File: config.mk
export PLATFORM = sky130hd
export DESIGN_NAME = dual_role_key_remapper_unit
export DESIGN_NICKNAME = d
export VERILOG_FILES = /design/src/rtl/drkr_pkg.sv /design/src/rtl/drkr_front.sv /design/src/rtl/drkr_queue.sv /design/src/rtl/drkr_back.sv /design/src/rtl/dual_role_key_remapper_unit.sv
export SDC_FILE = /design/constraint.sdc
export NUM_CORES = 1
export LEC_CHECK = 0
export BUFFER_PORTS_ARGS = -buffer_cell sky130_fd_sc_hd__buf_4
export CAP_MARGIN = 20
export CORE_ASPECT_RATIO = 1.25
export CORE_MARGIN = 1
export CORE_UTILIZATION = 40
export DETAILED_ROUTE_END_ITERATION = 10
export GPL_ROUTABILITY_DRIVEN = 0
export PLACE_DENSITY = 0.61
export SLEW_MARGIN = 0
export SYNTH_ARGS = -nofsm -noshare
export SYNTH_HDL_FRONTEND = slang
export SYNTH_SLANG_ARGS = --single-unit
File: constraint.sdc
create_clock -name clock -period 23.7 [get_ports clock]
set_input_delay 4.74 -clock clock [delete_from_list [all_inputs] [get_ports clock]]
set_output_delay 4.74 -clock clock [all_outputs]
set_load 0.02 [all_outputs]
File: src/rtl/drkr_pkg.sv
// ----------------------------------------------------------------------------
// drkr_pkg
// Shared types, event codes and helper functions of the dual-role key remapper.
// ----------------------------------------------------------------------------
package drkr_pkg;

   localparam logic [4:0] EVT_SYN = 5'd0;
   localparam logic [4:0] EVT_KEY = 5'd1;
   localparam logic [4:0] EVT_REL = 5'd2;
   localparam logic [4:0] EVT_ABS = 5'd3;
   localparam logic [4:0] EVT_MSC = 5'd4;

   localparam logic [9:0] MSC_SCAN_CODE = 10'd4;
   localparam logic [9:0] KEY_ESC       = 10'd1;
   localparam logic [9:0] KEY_BACKTICK  = 10'd41;
   localparam logic [9:0] KEY_CAPS      = 10'd58;
   localparam logic [9:0] KEY_LCTRL     = 10'd29;
   localparam logic [9:0] KEY_LMETA     = 10'd125;

   localparam logic [1:0]  MODE_ESC_TO_CAPS   = 2'd0;
   localparam logic [1:0]  MODE_ESC_TO_GRAVE  = 2'd2;
   localparam logic [19:0] DEFAULT_DELAY_US   = 20'd20000;

   localparam logic [1:0] CSR_REMAP_MODE = 2'd0;
   localparam logic [1:0] CSR_USE_SUPER  = 2'd1;
   localparam logic [1:0] CSR_DELAY_US   = 2'd2;

   typedef enum logic [1:0] {
      PH_IDLE = 2'd0,
      PH_HELD = 2'd1,
      PH_MOD  = 2'd2
   } phase_type;

   typedef enum logic [1:0] {
      CMD_SINGLE = 2'd0,
      CMD_TAP    = 2'd1,
      CMD_PREFIX = 2'd2
   } cmd_kind_type;

   typedef struct packed {
      cmd_kind_type       kind;
      logic [4:0]         ev_type;
      logic [9:0]         ev_code;
      logic signed [31:0] ev_value;
   } cmd_type;

   function automatic logic [9:0] remap_code(input logic [4:0] ev_type,
                                             input logic [9:0] ev_code,
                                             input logic [1:0] mode);
      logic [9:0] res;
      res = ev_code;
      if (ev_type == EVT_KEY) begin
         if (mode == MODE_ESC_TO_CAPS) begin
            if (ev_code == KEY_ESC) res = KEY_CAPS;
         end else if (mode == MODE_ESC_TO_GRAVE) begin
            if (ev_code == KEY_ESC) res = KEY_BACKTICK;
            else if (ev_code == KEY_BACKTICK) res = KEY_CAPS;
         end
      end
      return res;
   endfunction

   function automatic logic [9:0] modifier_code(input logic use_super);
      return use_super ? KEY_LMETA : KEY_LCTRL;
   endfunction

endpackage

File: src/rtl/drkr_front.sv
// ----------------------------------------------------------------------------
// drkr_front
// Accepts input events, tracks the caps phase and classifies each event into
// a command for the back end, or drops it.
// ----------------------------------------------------------------------------
module drkr_front
   import drkr_pkg::*;
(
   input  logic               clock,
   input  logic               reset,
   input  logic               req_valid,
   output logic               req_stall,
   input  logic [4:0]         req_ev_type,
   input  logic [9:0]         req_ev_code,
   input  logic signed [31:0] req_ev_value,
   input  logic [1:0]         remap_mode,
   input  logic               use_super,
   input  logic               q_full,
   output logic               push,
   output cmd_type            push_cmd
);

   phase_type phase_ff, phase_in;
   logic      accept;
   logic      keep;
   logic      is_caps;
   logic      is_motion;
   logic      val_zero;
   logic [9:0] mapped;

   assign req_stall = q_full;
   assign accept    = req_valid && !q_full;
   assign push      = accept && keep;

   always_comb begin
      is_caps   = (req_ev_type == EVT_KEY) && (req_ev_code == KEY_CAPS);
      is_motion = (req_ev_type == EVT_REL) || (req_ev_type == EVT_ABS);
      val_zero  = (req_ev_value == 32'sd0);
      mapped    = remap_code(req_ev_type, req_ev_code, remap_mode);

      phase_in          = phase_ff;
      keep              = 1'b1;
      push_cmd.kind     = CMD_SINGLE;
      push_cmd.ev_type  = req_ev_type;
      push_cmd.ev_code  = mapped;
      push_cmd.ev_value = req_ev_value;

      if ((req_ev_type == EVT_MSC) && (req_ev_code == MSC_SCAN_CODE)) begin
         keep = 1'b0;
      end else if ((req_ev_type != EVT_KEY) && !is_motion) begin
         keep = 1'b1;
      end else begin
         unique case (phase_ff)
            PH_HELD: begin
               if (is_caps) begin
                  if (val_zero) begin
                     push_cmd.kind = CMD_TAP;
                     phase_in      = PH_IDLE;
                  end else begin
                     keep = 1'b0;
                  end
               end else if (((req_ev_type == EVT_KEY) && (req_ev_value == 32'sd1))
                            || is_motion) begin
                  push_cmd.kind = CMD_PREFIX;
                  phase_in      = PH_MOD;
               end
            end
            PH_MOD: begin
               if (is_caps) begin
                  push_cmd.ev_code = modifier_code(use_super);
                  if (val_zero) phase_in = PH_IDLE;
               end
            end
            default: begin
               if (is_caps && !val_zero) begin
                  keep     = 1'b0;
                  phase_in = PH_HELD;
               end
            end
         endcase
      end
   end

   always_ff @(posedge clock) begin
      if (reset) begin
         phase_ff <= PH_IDLE;
      end else if (accept) begin
         phase_ff <= phase_in;
      end
   end

endmodule

File: src/rtl/drkr_queue.sv
// ----------------------------------------------------------------------------
// drkr_queue
// Short command queue between the classifier and the result sequencer.
// ----------------------------------------------------------------------------
module drkr_queue
   import drkr_pkg::*;
#(
   parameter int DEPTH = 2
)
(
   input  logic    clock,
   input  logic    reset,
   input  logic    push,
   input  cmd_type push_cmd,
   input  logic    pop,
   output logic    full,
   output logic    head_valid,
   output cmd_type head_cmd
);

   localparam int PW = (DEPTH > 1) ? $clog2(DEPTH) : 1;
   localparam int CW = $clog2(DEPTH + 1);
   localparam logic [PW-1:0] LAST_PTR = PW'(DEPTH - 1);
   localparam logic [CW-1:0] FULL_CNT = CW'(DEPTH);

   cmd_type         slot_ff [DEPTH];
   logic [PW-1:0]   wr_ptr_ff, wr_ptr_in;
   logic [PW-1:0]   rd_ptr_ff, rd_ptr_in;
   logic [CW-1:0]   count_ff, count_in;
   logic            do_push, do_pop;

   assign full       = (count_ff == FULL_CNT);
   assign head_valid = (count_ff != '0);
   assign head_cmd   = slot_ff[rd_ptr_ff];
   assign do_push    = push && !full;
   assign do_pop     = pop && head_valid;

   always_comb begin
      wr_ptr_in = wr_ptr_ff;
      rd_ptr_in = rd_ptr_ff;
      count_in  = count_ff;
      if (do_push) wr_ptr_in = (wr_ptr_ff == LAST_PTR) ? '0 : wr_ptr_ff + 1'b1;
      if (do_pop)  rd_ptr_in = (rd_ptr_ff == LAST_PTR) ? '0 : rd_ptr_ff + 1'b1;
      if (do_push && !do_pop) count_in = count_ff + 1'b1;
      else if (do_pop && !do_push) count_in = count_ff - 1'b1;
   end

   always_ff @(posedge clock) begin
      if (reset) begin
         wr_ptr_ff <= '0;
         rd_ptr_ff <= '0;
         count_ff  <= '0;
      end else begin
         wr_ptr_ff <= wr_ptr_in;
         rd_ptr_ff <= rd_ptr_in;
         count_ff  <= count_in;
      end
   end

   always_ff @(posedge clock) begin
      if (do_push) slot_ff[wr_ptr_ff] <= push_cmd;
   end

endmodule

File: src/rtl/drkr_back.sv
// ----------------------------------------------------------------------------
// drkr_back
// Steps through each queued command and emits its result events, one per
// cycle unless rsp_stall holds the output, into a registered output stage.
// ----------------------------------------------------------------------------
module drkr_back
   import drkr_pkg::*;
(
   input  logic               clock,
   input  logic               reset,
   input  logic               head_valid,
   input  cmd_type            head_cmd,
   output logic               pop,
   input  logic               use_super,
   input  logic [19:0]        delay_us,
   output logic               rsp_valid,
   input  logic               rsp_stall,
   output logic [4:0]         rsp_out_type,
   output logic [9:0]         rsp_out_code,
   output logic signed [31:0] rsp_out_value,
   output logic [19:0]        rsp_wait_after_us,
   output logic               rsp_last_of_run
);

   logic               valid_ff, valid_in;
   logic [1:0]         step_ff, step_in;
   logic [4:0]         type_ff, type_in;
   logic [9:0]         code_ff, code_in;
   logic signed [31:0] value_ff, value_in;
   logic [19:0]        wait_ff, wait_in;
   logic               last_ff, last_in;
   logic               load;

   assign load = head_valid && (!valid_ff || !rsp_stall);
   assign pop  = load && last_in;

   always_comb begin
      type_in  = head_cmd.ev_type;
      code_in  = head_cmd.ev_code;
      value_in = head_cmd.ev_value;
      wait_in  = '0;
      last_in  = 1'b1;
      unique case (head_cmd.kind)
         CMD_TAP, CMD_PREFIX: begin
            last_in = (step_ff == 2'd2);
            if (step_ff == 2'd0) begin
               type_in  = EVT_KEY;
               code_in  = (head_cmd.kind == CMD_TAP) ? KEY_ESC : modifier_code(use_super);
               value_in = 32'sd1;
            end else if (step_ff == 2'd1) begin
               type_in  = EVT_SYN;
               code_in  = '0;
               value_in = 32'sd0;
               wait_in  = delay_us;
            end else if (head_cmd.kind == CMD_TAP) begin
               type_in  = EVT_KEY;
               code_in  = KEY_ESC;
               value_in = 32'sd0;
            end
         end
         default: begin
            last_in = 1'b1;
         end
      endcase

      if (load) valid_in = 1'b1;
      else if (!rsp_stall) valid_in = 1'b0;
      else valid_in = valid_ff;

      if (load) step_in = last_in ? 2'd0 : step_ff + 2'd1;
      else step_in = step_ff;
   end

   always_ff @(posedge clock) begin
      if (reset) begin
         valid_ff <= 1'b0;
         step_ff  <= 2'd0;
      end else begin
         valid_ff <= valid_in;
         step_ff  <= step_in;
      end
   end

   always_ff @(posedge clock) begin
      if (load) begin
         type_ff  <= type_in;
         code_ff  <= code_in;
         value_ff <= value_in;
         wait_ff  <= wait_in;
         last_ff  <= last_in;
      end
   end

   assign rsp_valid         = valid_ff;
   assign rsp_out_type      = type_ff;
   assign rsp_out_code      = code_ff;
   assign rsp_out_value     = value_ff;
   assign rsp_wait_after_us = wait_ff;
   assign rsp_last_of_run   = last_ff;

endmodule

File: src/rtl/dual_role_key_remapper_unit.sv
// ----------------------------------------------------------------------------
// dual_role_key_remapper_unit
// Caps lock tap/hold remapper for input events with escape/grave remapping.
// ----------------------------------------------------------------------------
//   channel | direction | handshake           | carries
//   req_    | in        | req_valid/req_stall | ev_type, ev_code, ev_value
//   rsp_    | out       | rsp_valid/rsp_stall | out_type, out_code, out_value,
//           |           |                     | wait_after_us, last_of_run
//   csr_    | in        | csr_write           | csr_index, csr_wdata
//
// An event that gives one result passes as a single command; a tap or a
// modifier prefix gives three results, which the result sequencer emits in turn.
// A command is registered in a queue slot and then in the output register.
// Reset is synchronous; it clears the caps phase, the queue and the output
// stage and loads the register defaults. No clearing pass is needed.
// req_stall rises only when the command queue is full; rsp_stall holds the
// output register and, once the queue fills, the input side.
// ----------------------------------------------------------------------------
module dual_role_key_remapper_unit
   import drkr_pkg::*;
#(
   parameter int QUEUE_DEPTH = 2
)
(
   input  logic               clock,
   input  logic               reset,
   input  logic               req_valid,
   output logic               req_stall,
   input  logic [4:0]         req_ev_type,
   input  logic [9:0]         req_ev_code,
   input  logic signed [31:0] req_ev_value,
   output logic               rsp_valid,
   input  logic               rsp_stall,
   output logic [4:0]         rsp_out_type,
   output logic [9:0]         rsp_out_code,
   output logic signed [31:0] rsp_out_value,
   output logic [19:0]        rsp_wait_after_us,
   output logic               rsp_last_of_run,
   input  logic               csr_write,
   input  logic [1:0]         csr_index,
   input  logic [19:0]        csr_wdata
);

   logic [1:0]  remap_mode_ff;
   logic        use_super_ff;
   logic [19:0] delay_us_ff;

   logic    q_full, q_push, q_pop, q_head_valid;
   cmd_type q_push_cmd, q_head_cmd;

   always_ff @(posedge clock) begin
      if (reset) begin
         remap_mode_ff <= MODE_ESC_TO_CAPS;
         use_super_ff  <= 1'b0;
         delay_us_ff   <= DEFAULT_DELAY_US;
      end else if (csr_write) begin
         unique case (csr_index)
            CSR_REMAP_MODE: remap_mode_ff <= csr_wdata[1:0];
            CSR_USE_SUPER:  use_super_ff  <= csr_wdata[0];
            CSR_DELAY_US:   delay_us_ff   <= csr_wdata;
            default: ;
         endcase
      end
   end

   drkr_front u_front (
      .clock        (clock),
      .reset        (reset),
      .req_valid    (req_valid),
      .req_stall    (req_stall),
      .req_ev_type  (req_ev_type),
      .req_ev_code  (req_ev_code),
      .req_ev_value (req_ev_value),
      .remap_mode   (remap_mode_ff),
      .use_super    (use_super_ff),
      .q_full       (q_full),
      .push         (q_push),
      .push_cmd     (q_push_cmd)
   );

   drkr_queue #(
      .DEPTH (QUEUE_DEPTH)
   ) u_queue (
      .clock      (clock),
      .reset      (reset),
      .push       (q_push),
      .push_cmd   (q_push_cmd),
      .pop        (q_pop),
      .full       (q_full),
      .head_valid (q_head_valid),
      .head_cmd   (q_head_cmd)
   );

   drkr_back u_back (
      .clock             (clock),
      .reset             (reset),
      .head_valid        (q_head_valid),
      .head_cmd          (q_head_cmd),
      .pop               (q_pop),
      .use_super         (use_super_ff),
      .delay_us          (delay_us_ff),
      .rsp_valid         (rsp_valid),
      .rsp_stall         (rsp_stall),
      .rsp_out_type      (rsp_out_type),
      .rsp_out_code      (rsp_out_code),
      .rsp_out_value     (rsp_out_value),
      .rsp_wait_after_us (rsp_wait_after_us),
      .rsp_last_of_run   (rsp_last_of_run)
   );

endmodule

==> reports/metrics.csv, run 1 <==
stage;metric;value;unit
outcome;status;finished clean;
synthesis;synthesized netlist cell count;532;
setup_path;critical path's top delay family;simple AND/OR/NAND/NOR gates;
sta;final period utilization;30.5;%
route;drt drc;0;
clock_tree;CTS tree;done;
route;average wire per standard cell;17.2;microns
finish;Sequential cell area;0.00565;sq mm
synthesis;mapped cell area;0.00767;sq mm
global_routing;met2 Use GR;28.4;%
clock_tree;postcts setup bufs;0;
run;maxcap violations;0;
sta;final count of hold timing violations;0;
die;Chip Width;126;microns
setup_path;R2R cell count;9;
sta;fin crit period;7230;ps
global_routing;largest net degree at the start of global routing;70;
clock_tree;CTS buffer count;17;
setup_path;CP endpoint kind;flip-flop;
pwr;clock share of power;23.0;%
finish;diodes inserted;0;
clock_tree;Clock Path Buffers;2;
setup_path;WP buf/inv;2;
pwr;worst ir drop on vdd;80.7;uV
global_routing;routing usage on met3;4.65;%
min_path;Min-Delay Endpoint;delay_us_ff[0]$_SDFFE_PP0P_;
setup_path;Worst path max stage delay;560;ps
die;IO Count;144;
global_routing;GRT Total Usage;16.3;%
die;Starting Density;40.8;%
die;row count;56;
route;Post-Route WL;15800;microns
synthesis;synthesized area per cell;14.4;sq um
sta;setup violators final;0;
finish;layout cells sized above 1;27.9;%
setup_path;critical path type;in2reg;
clock_tree;post-CTS resize count;0;
pwr;Switch Pwr;396;uW
setup_path;r2r endpoint;u_queue.count_ff[1]$_SDFFE_PP0P_;
min_path;Hold Path Depth;2;
die;core area;0.0188;sq mm
setup_path;critical path cell sequence;buf_4 -> nor4_1 -> nand4_1 -> nor3_2 -> nor3_1 -> nor3_2 -> and2_2 -> buf_4;
sta;clk_skew;11.7;ps
sta;Fmax achieved;138;MHz
global_routing;met1 GRT Util;19.6;%
place;PortBufs;143;
global_routing;GRT Max-Usage Layer;met2;
pwr;pwr/cell area;125;mW/mm^2
die;die footprint;0.0197;sq mm
route;starting DRC count in detailed routing;269;
route;ANT nets after route;0;
finish;area of the multi-input gates;0.00192;sq mm
place;pre-CTS setup slack;15920;ps
pwr;Internal;799;uW
setup_path;reg-to-reg slack, setup;20540;ps
clock_tree;Skew-Pair Late Insertion Delay;420;ps
setup_path;Worst Path Max Fanout;49;
setup_path;worst path required time;23750;ps
min_path;Worst Hold Class;reg2reg;
pwr;P_leak;3.53;nW
global_routing;initial antenna violation count;0;
clock_tree;clk root buf;clkbuf_16;
sta;setup ws final;16470;ps
synthesis;number of synthesized register bits;199;
die;die height;157;microns
route;first-pass iteration count of the detailed router;6;
sta;setup TNS;0;ps
clock_tree;# hold bufs at CTS;0;
route;vias per std cell;4.96;
clock_tree;H-tree depth;4;
min_path;min-delay src;delay_us_ff[0]$_SDFFE_PP0P_;
sta;Slew @ Worst Pin;1020;ps
synthesis;Seq/Total Area, Yosys;73.6;%
setup_path;Setup crit start kind;primary input;
global_routing;total gr overflow;0;
place;Final HPWL DP;10400;microns
sta;Max-slew headroom;32.0;%
setup_path;Slowest cell on crit path;buf_4;
pwr;overall power;1.20;mW
global_routing;first-pass GRT wire length;24200;microns
clock_tree;CTS sink count;199;
pwr;Seq pwr share;44.5;%
synthesis;Netlist cell types;48;
synthesis;yosys warns;0;
finish;Layout fillers;1582;
pwr;combinational power share;32.5;%
finish;Final #Nets;756;
finish;P&R area growth vs syn;24.7;%
pwr;Net Sw Frac;33.1;%
synthesis;syn nets;613;
setup_path;crit path DAT;7280;ps
route;total number of vias;4559;
sta;Final Max Slew Viols;0;
sta;RSZ-0062 raised after global routing;false;
global_routing;vias in the first global route;4674;
setup_path;CP Depth;8;
clock_tree;Clock Pin Slew Worst Setup and Hold Paths;70;ps
==> stage by stage <==
| stage | hold WS [ps] | util, % | cell area [sq um] | cells |
|---|---|---|---|---|
| after floorplan | 429 | - | 7670 | 532 |
| after global placement | 438 | 48.0 | 9000 | 888 |
| after detailed placement | 442 | 48.0 | 9000 | 888 |
| after CTS | 452 | 50.9 | 9560 | 920 |
| after global routing | 467 | 50.9 | 9560 | 920 |
| final | 450 | 50.9 | 9560 | 920 |
==> power groups by stage <==
stage | sequential, mW | combinational (mW) | clock, mW
4_1_cts | 0.533 | 0.394 | 0.281
6_report | 0.532 | 0.388 | 0.275
2_1_floorplan | 0.613 | 0.161 | 0
5_1_grt | 0.539 | 0.420 | 0.295
3_5_place_dp | 0.541 | 0.394 | 0
3_3_place_gp | 0.538 | 0.388 | 0
==> area by class of cell <==
| type | count | area share [%] |
|---|---|---|
| clock inverter | 10 | 0.942 |
| tap | 232 | 3.04 |
| clock buffer | 22 | 4.87 |
| multi-input combinational | 299 | 20.1 |
| timing repair buffer | 148 | 11.6 |
| inverter | 10 | 0.393 |
| sequential | 199 | 59.1 |
==> kinds of logic after synthesis <==
group | synth area share, %
and+or+nand+nor | 12.0
AOI/OAI and AO/OA | 3.90
xor gates and xnor gates | 0.343
adders and majority gates | 1.14
buffers and inverters | 1.66
DFF | 73.6
muxes | 7.29
==> flip-flops by register name (all words and copies together), names as in the netlist, named ones only <==
register and cells:
u_back.rsp_wait_after_us 20, u_queue.wr_ptr_ff 1, remap_mode_ff 2, u_back.rsp_out_value 32
u_back.rsp_valid 1, u_back.step_ff 2, u_queue.count_ff 2, u_queue.rd_ptr_ff 1
u_back.rsp_out_type 5, u_front.phase_ff 2, u_back.rsp_last_of_run 1, u_queue.slot_ff 98
delay_us_ff 20, use_super_ff 1, u_back.rsp_out_code 10
==> synthesized netlist by cell type, drive strengths merged <==
cell	instances	share of area [%]
nand3	2	0.13
o22a	1	0.11
dfxtp	33	8.6
edfxtp	166	65
nand3b	6	0.59
a31o	1	0.11
o21ai	11	0.72
nand4b	1	0.11
a21boi	1	0.098
inv	10	0.49
nor3b	2	0.20
nor2	62	3.0
and3b	1	0.11
a31oi	1	0.082
mux2	4	0.64
nor4	10	0.82
and2	22	1.8
mux2i	51	6.7
nand4	3	0.24
buf	2	0.098
nor3	9	0.72
nand2	52	2.5
o31ai	1	0.098
o41ai	1	0.11
clkbuf	22	1.1
a2111oi	1	0.36
a21oi	22	1.5
ha	7	1.1
a32oi	1	0.11
nand2b	7	0.57
and3	1	0.082
a211o	1	0.11
xor2	3	0.34
o21bai	1	0.098
o21a	1	0.098
or3	3	0.31
nor4b	2	0.42
a21o	2	0.20
and4	1	0.11
o211ai	1	0.098
nor2b	3	0.24
==> worst max-delay path by stage <==
stage	startpoint	to	slack (ps)
floorplan	req_ev_value[13]	u_queue.slot_ff[0][0]$_DFFE_PP_	12710
global placement	req_ev_value[8]	u_queue.slot_ff[1][11]$_DFFE_PP_	15990
detailed placement	req_ev_value[8]	u_queue.slot_ff[1][30]$_DFFE_PP_	15920
CTS	req_ev_value[8]	u_queue.slot_ff[1][13]$_DFFE_PP_	16370
global route	req_ev_value[8]	u_queue.slot_ff[1][10]$_DFFE_PP_	16260
finish	req_ev_value[1]	u_queue.slot_ff[1][13]$_DFFE_PP_	16470
==> layer usage <==
layer	vias to the layer above	part of all wire [%]
met3	14	6.0
met4	0	1.3
li1	2213	-
met5	-	0
met2	139	50
met1	2193	43
==> tightest hold or removal path: stages (launching register included) <==
cell and delay (ps):
dfxtp_1 310, nand2_1 50, a21oi_1 50
==> cell usage in the layout (no fill, tap or decap), types with 2 or more instances in the layout <==
cell	count
or3_1	2
clkbuf_16	18
nand2b_1	7
nand3b_1	6
clkbuf_1	4
nand2_1	52
inv_1	9
mux2i_1	51
o21ai_0	10
clkinv_2	3
dfxtp_1	32
inv_4	3
nor2b_1	3
nor4_1	9
mux2_2	2
nand3_1	2
buf_4	148
nor3_2	2
nor2_1	62
edfxtp_1	166
nor3_1	7
a21oi_1	21
and2_1	21
xor2_1	3
inv_6	2
a21o_1	2
ha_1	7
nand4_1	3
No activity file was read; power rests on OpenSTA's default activity.
==> run 2: changes to the inputs <==
- ABC_AREA: unset -> 1
- clock period: 23.7 -> 6.92 ns (I/O delays scaled with it)
==> reports/metrics.csv, run 2 <==
stage;metric;value;unit;change
min_path;Worst Hold Class;reg2reg;;
setup_path;CP endpoint kind;flip-flop;;
sta;RSZ-0062 raised after global routing;false;;
synthesis;Netlist cell types;35;;-27%
global_routing;initial antenna violation count;0;;unchanged
route;total number of vias;5117;;+12%
setup_path;crit path DAT;3630;ps;-3650 ps
route;first-pass iteration count of the detailed router;5;;-1
outcome;status;finished clean;;
sta;Fmax achieved;282;MHz;
synthesis;Post-synth EDFFs;166;;unchanged
clock_tree;Clock Pin Slew Worst Setup and Hold Paths;70;ps;about the same
place;PortBufs;143;;unchanged
clock_tree;Skew-Pair Late Insertion Delay;420;ps;about the same
finish;commonest cells after routing, fill and taps aside;edfxtp_1 (166), buf_4 (148), nand2_1 (129);;
clock_tree;CTS sink count;199;;unchanged
synthesis;FFs w/ async S/R, synth;0;%;unchanged
route;drt drc;0;;unchanged
synthesis;yosys warns;0;;unchanged
clock_tree;# hold bufs at CTS;0;;unchanged
place;pre-CTS setup slack;2840;ps;-13,080 ps
route;ANT nets after route;0;;unchanged
sta;setup ws final;3380;ps;-13,090 ps
setup_path;Setup crit start kind;primary input;;
synthesis;number of synthesized register bits;199;;unchanged
run;maxcap violations;0;;unchanged
clock_tree;Clock Path Buffers;2;;unchanged
route;vias per std cell;4.66;;-5.9%
synthesis;Synth area leader;edfxtp_1;;
synthesis;synthesized area per cell;11.6;sq um;-20%
finish;layout cells sized above 1;23.4;%;-4.5 points
synthesis;synth top area cells;edfxtp_1 (63%), dfxtp_1 (8.4%), nand2_1 (6.2%);;
clock_tree;CTS buffer count;17;;unchanged
synthesis;most common cell in the netlist;edfxtp_1;;
synthesis;Synth top area share;63.4;%;-1.6 points
clock_tree;post-CTS resize count;0;;unchanged
synthesis;Seq/Total Area, Yosys;71.8;%;-1.8 points
pwr;P_leak;3.90;nW;+11%
global_routing;largest net degree at the start of global routing;70;;unchanged
sta;setup TNS;0;ps;unchanged
sta;clk_skew;9.29;ps;-2.41 ps
setup_path;critical path type;in2reg;;
die;IO Count;144;;unchanged
die;core area;0.0190;sq mm;+1.1%
clock_tree;postcts setup bufs;0;;unchanged
global_routing;total gr overflow;0;;unchanged
sta;Slew @ Worst Pin;976;ps;-39.3 ps
die;Chip Width;127;microns;+1.2%
sta;Max-slew headroom;34.9;%;+2.9 points
route;average wire per standard cell;14.8;microns;-14%
global_routing;GRT Total Usage;17.0;%;+0.61 points
sta;final count of hold timing violations;0;;unchanged
finish;Final #Nets;904;;+20%
die;die height;159;microns;+1.2%
synthesis;syn nets;761;;+24%
global_routing;vias in the first global route;5056;;+8.2%
clock_tree;H-tree depth;4;;unchanged
die;die footprint;0.0202;sq mm;+2.4%
finish;P&R area growth vs syn;24.7;%;about the same
clock_tree;CTS tree;done;;
finish;Top reg by flops;u_queue.slot_ff;;
clock_tree;clk root buf;clkbuf_16;;
sta;fin crit period;3540;ps;
route;starting DRC count in detailed routing;332;;+23%
setup_path;Worst Path Max Fanout;26;;-47%
finish;Largest register FFs;98;;unchanged
die;Starting Density;41.4;%;+0.54 points
global_routing;first-pass GRT wire length;26100;microns;+7.6%
synthesis;Primary FF master, synth;edfxtp_1;;
sta;Final Max Slew Viols;0;;unchanged
synthesis;mapped cell area;0.00786;sq mm;+2.5%
pwr;pwr/cell area;409;mW/mm^2;+230%
sta;setup violators final;0;;unchanged
sta;final period utilization;51.2;%;
route;Post-Route WL;16200;microns;+2.8%
finish;commonest non-fill, non-tap cell in the layout;edfxtp_1;;
setup_path;worst path required time;7000;ps;-16,750 ps
place;Final HPWL DP;10700;microns;+2.5%
pwr;worst ir drop on vdd;349;uV;+330%
synthesis;synthesized netlist cell count;680;;+28%
finish;diodes inserted;0;;unchanged
die;row count;56;;unchanged
synthesis;top post-synthesis cells by count;edfxtp_1 (166), nand2_1 (129), inv_1 (82), a21oi_1 (67), nor2_1 (66);;
-- run 2: cell types whose count changed after synthesis, moves of 22 or more --
cell	previous run	this run
a21oi_1	21	67
o21ai_0	10	32
inv_1	10	82
mux2i_1	51	4
nand2_1	52	129
-- run 2: layout make-up --
cell class | instances | area, sq um
Inverter | 84 | 315
Tap cell | 261 | 327
Timing Repair Buffer | 149 | 1130
Multi-Input combinational cell | 372 | 1810
Clock buffer | 21 | 482
Fill cell | 1687 | 9190
Sequential cell | 199 | 5650
Clock inverter | 11 | 83.8
-- run 2: power by group --
group | internal [mW] | total (mW) | switching [mW]
clock network | 0.509 | 0.941 | 0.433
logic | 0.424 | 1.24 | 0.821
registers | 1.73 | 1.83 | 0.0911
total | 2.67 | 4.01 | 1.34
-- run 2: path summary, 6_finish.rpt --
kind	to	from	cells past startpoint	slack, ps
max	u_queue.slot_ff[0][14]$_DFFE_PP_	req_ev_value[16]	13	3380
min	delay_us_ff[2]$_SDFFE_PP0P_	delay_us_ff[2]$_SDFFE_PP0P_	2	460
min reg2reg	delay_us_ff[2]$_SDFFE_PP0P_	delay_us_ff[2]$_SDFFE_PP0P_	2	460
max reg2reg	u_back.rsp_out_value[27]$_DFFE_PP_	flip-flop	10	3470
-- run 2: cell families after synthesis --
group / count (synthesis) / synth area share, %
simple gates: 243 / 13.0
flops: 199 / 71.8
compound gates: 117 / 8.06
buf+inv: 109 / 5.32
fa+ha+maj: 7 / 1.11
mux: 4 / 0.510
xor+xnor: 1 / 0.111
-- run 2: critical path, stage by stage --
cell and delay (ps):
buf_4 120, inv_1 40, nand2_1 50, nor2_1 130, nand2_1 70, nor2_1 180
nand2_1 170, nand2_1 110, nand2_2 70, nand3_1 120, nand2_1 120, nor2_4 590
buf_4 460
-- run 2: routing by layer --
layer	vias up	GRT usage, %	wire [microns]
met4	0	5.74	206
li1	2590	-	-
met5	-	0	0
met3	10	3.57	859
met1	2387	21.1	6960
met2	130	29.0	8200
-- run 2: stage by stage --
stage          hold slack (ps)  cell area (sq um)  instances  total power, mW  utilization (%)
6_report                   455               9800       1097             4.01             51.6
5_1_grt                    487               9800       1097             4.22             51.6
4_1_cts                    458               9800       1097             4.06             51.6
3_5_place_dp               446               9230       1065             3.12             48.6
3_3_place_gp               441               9210       1064             3.11             48.5
2_1_floorplan              430               7860        680             2.56                -
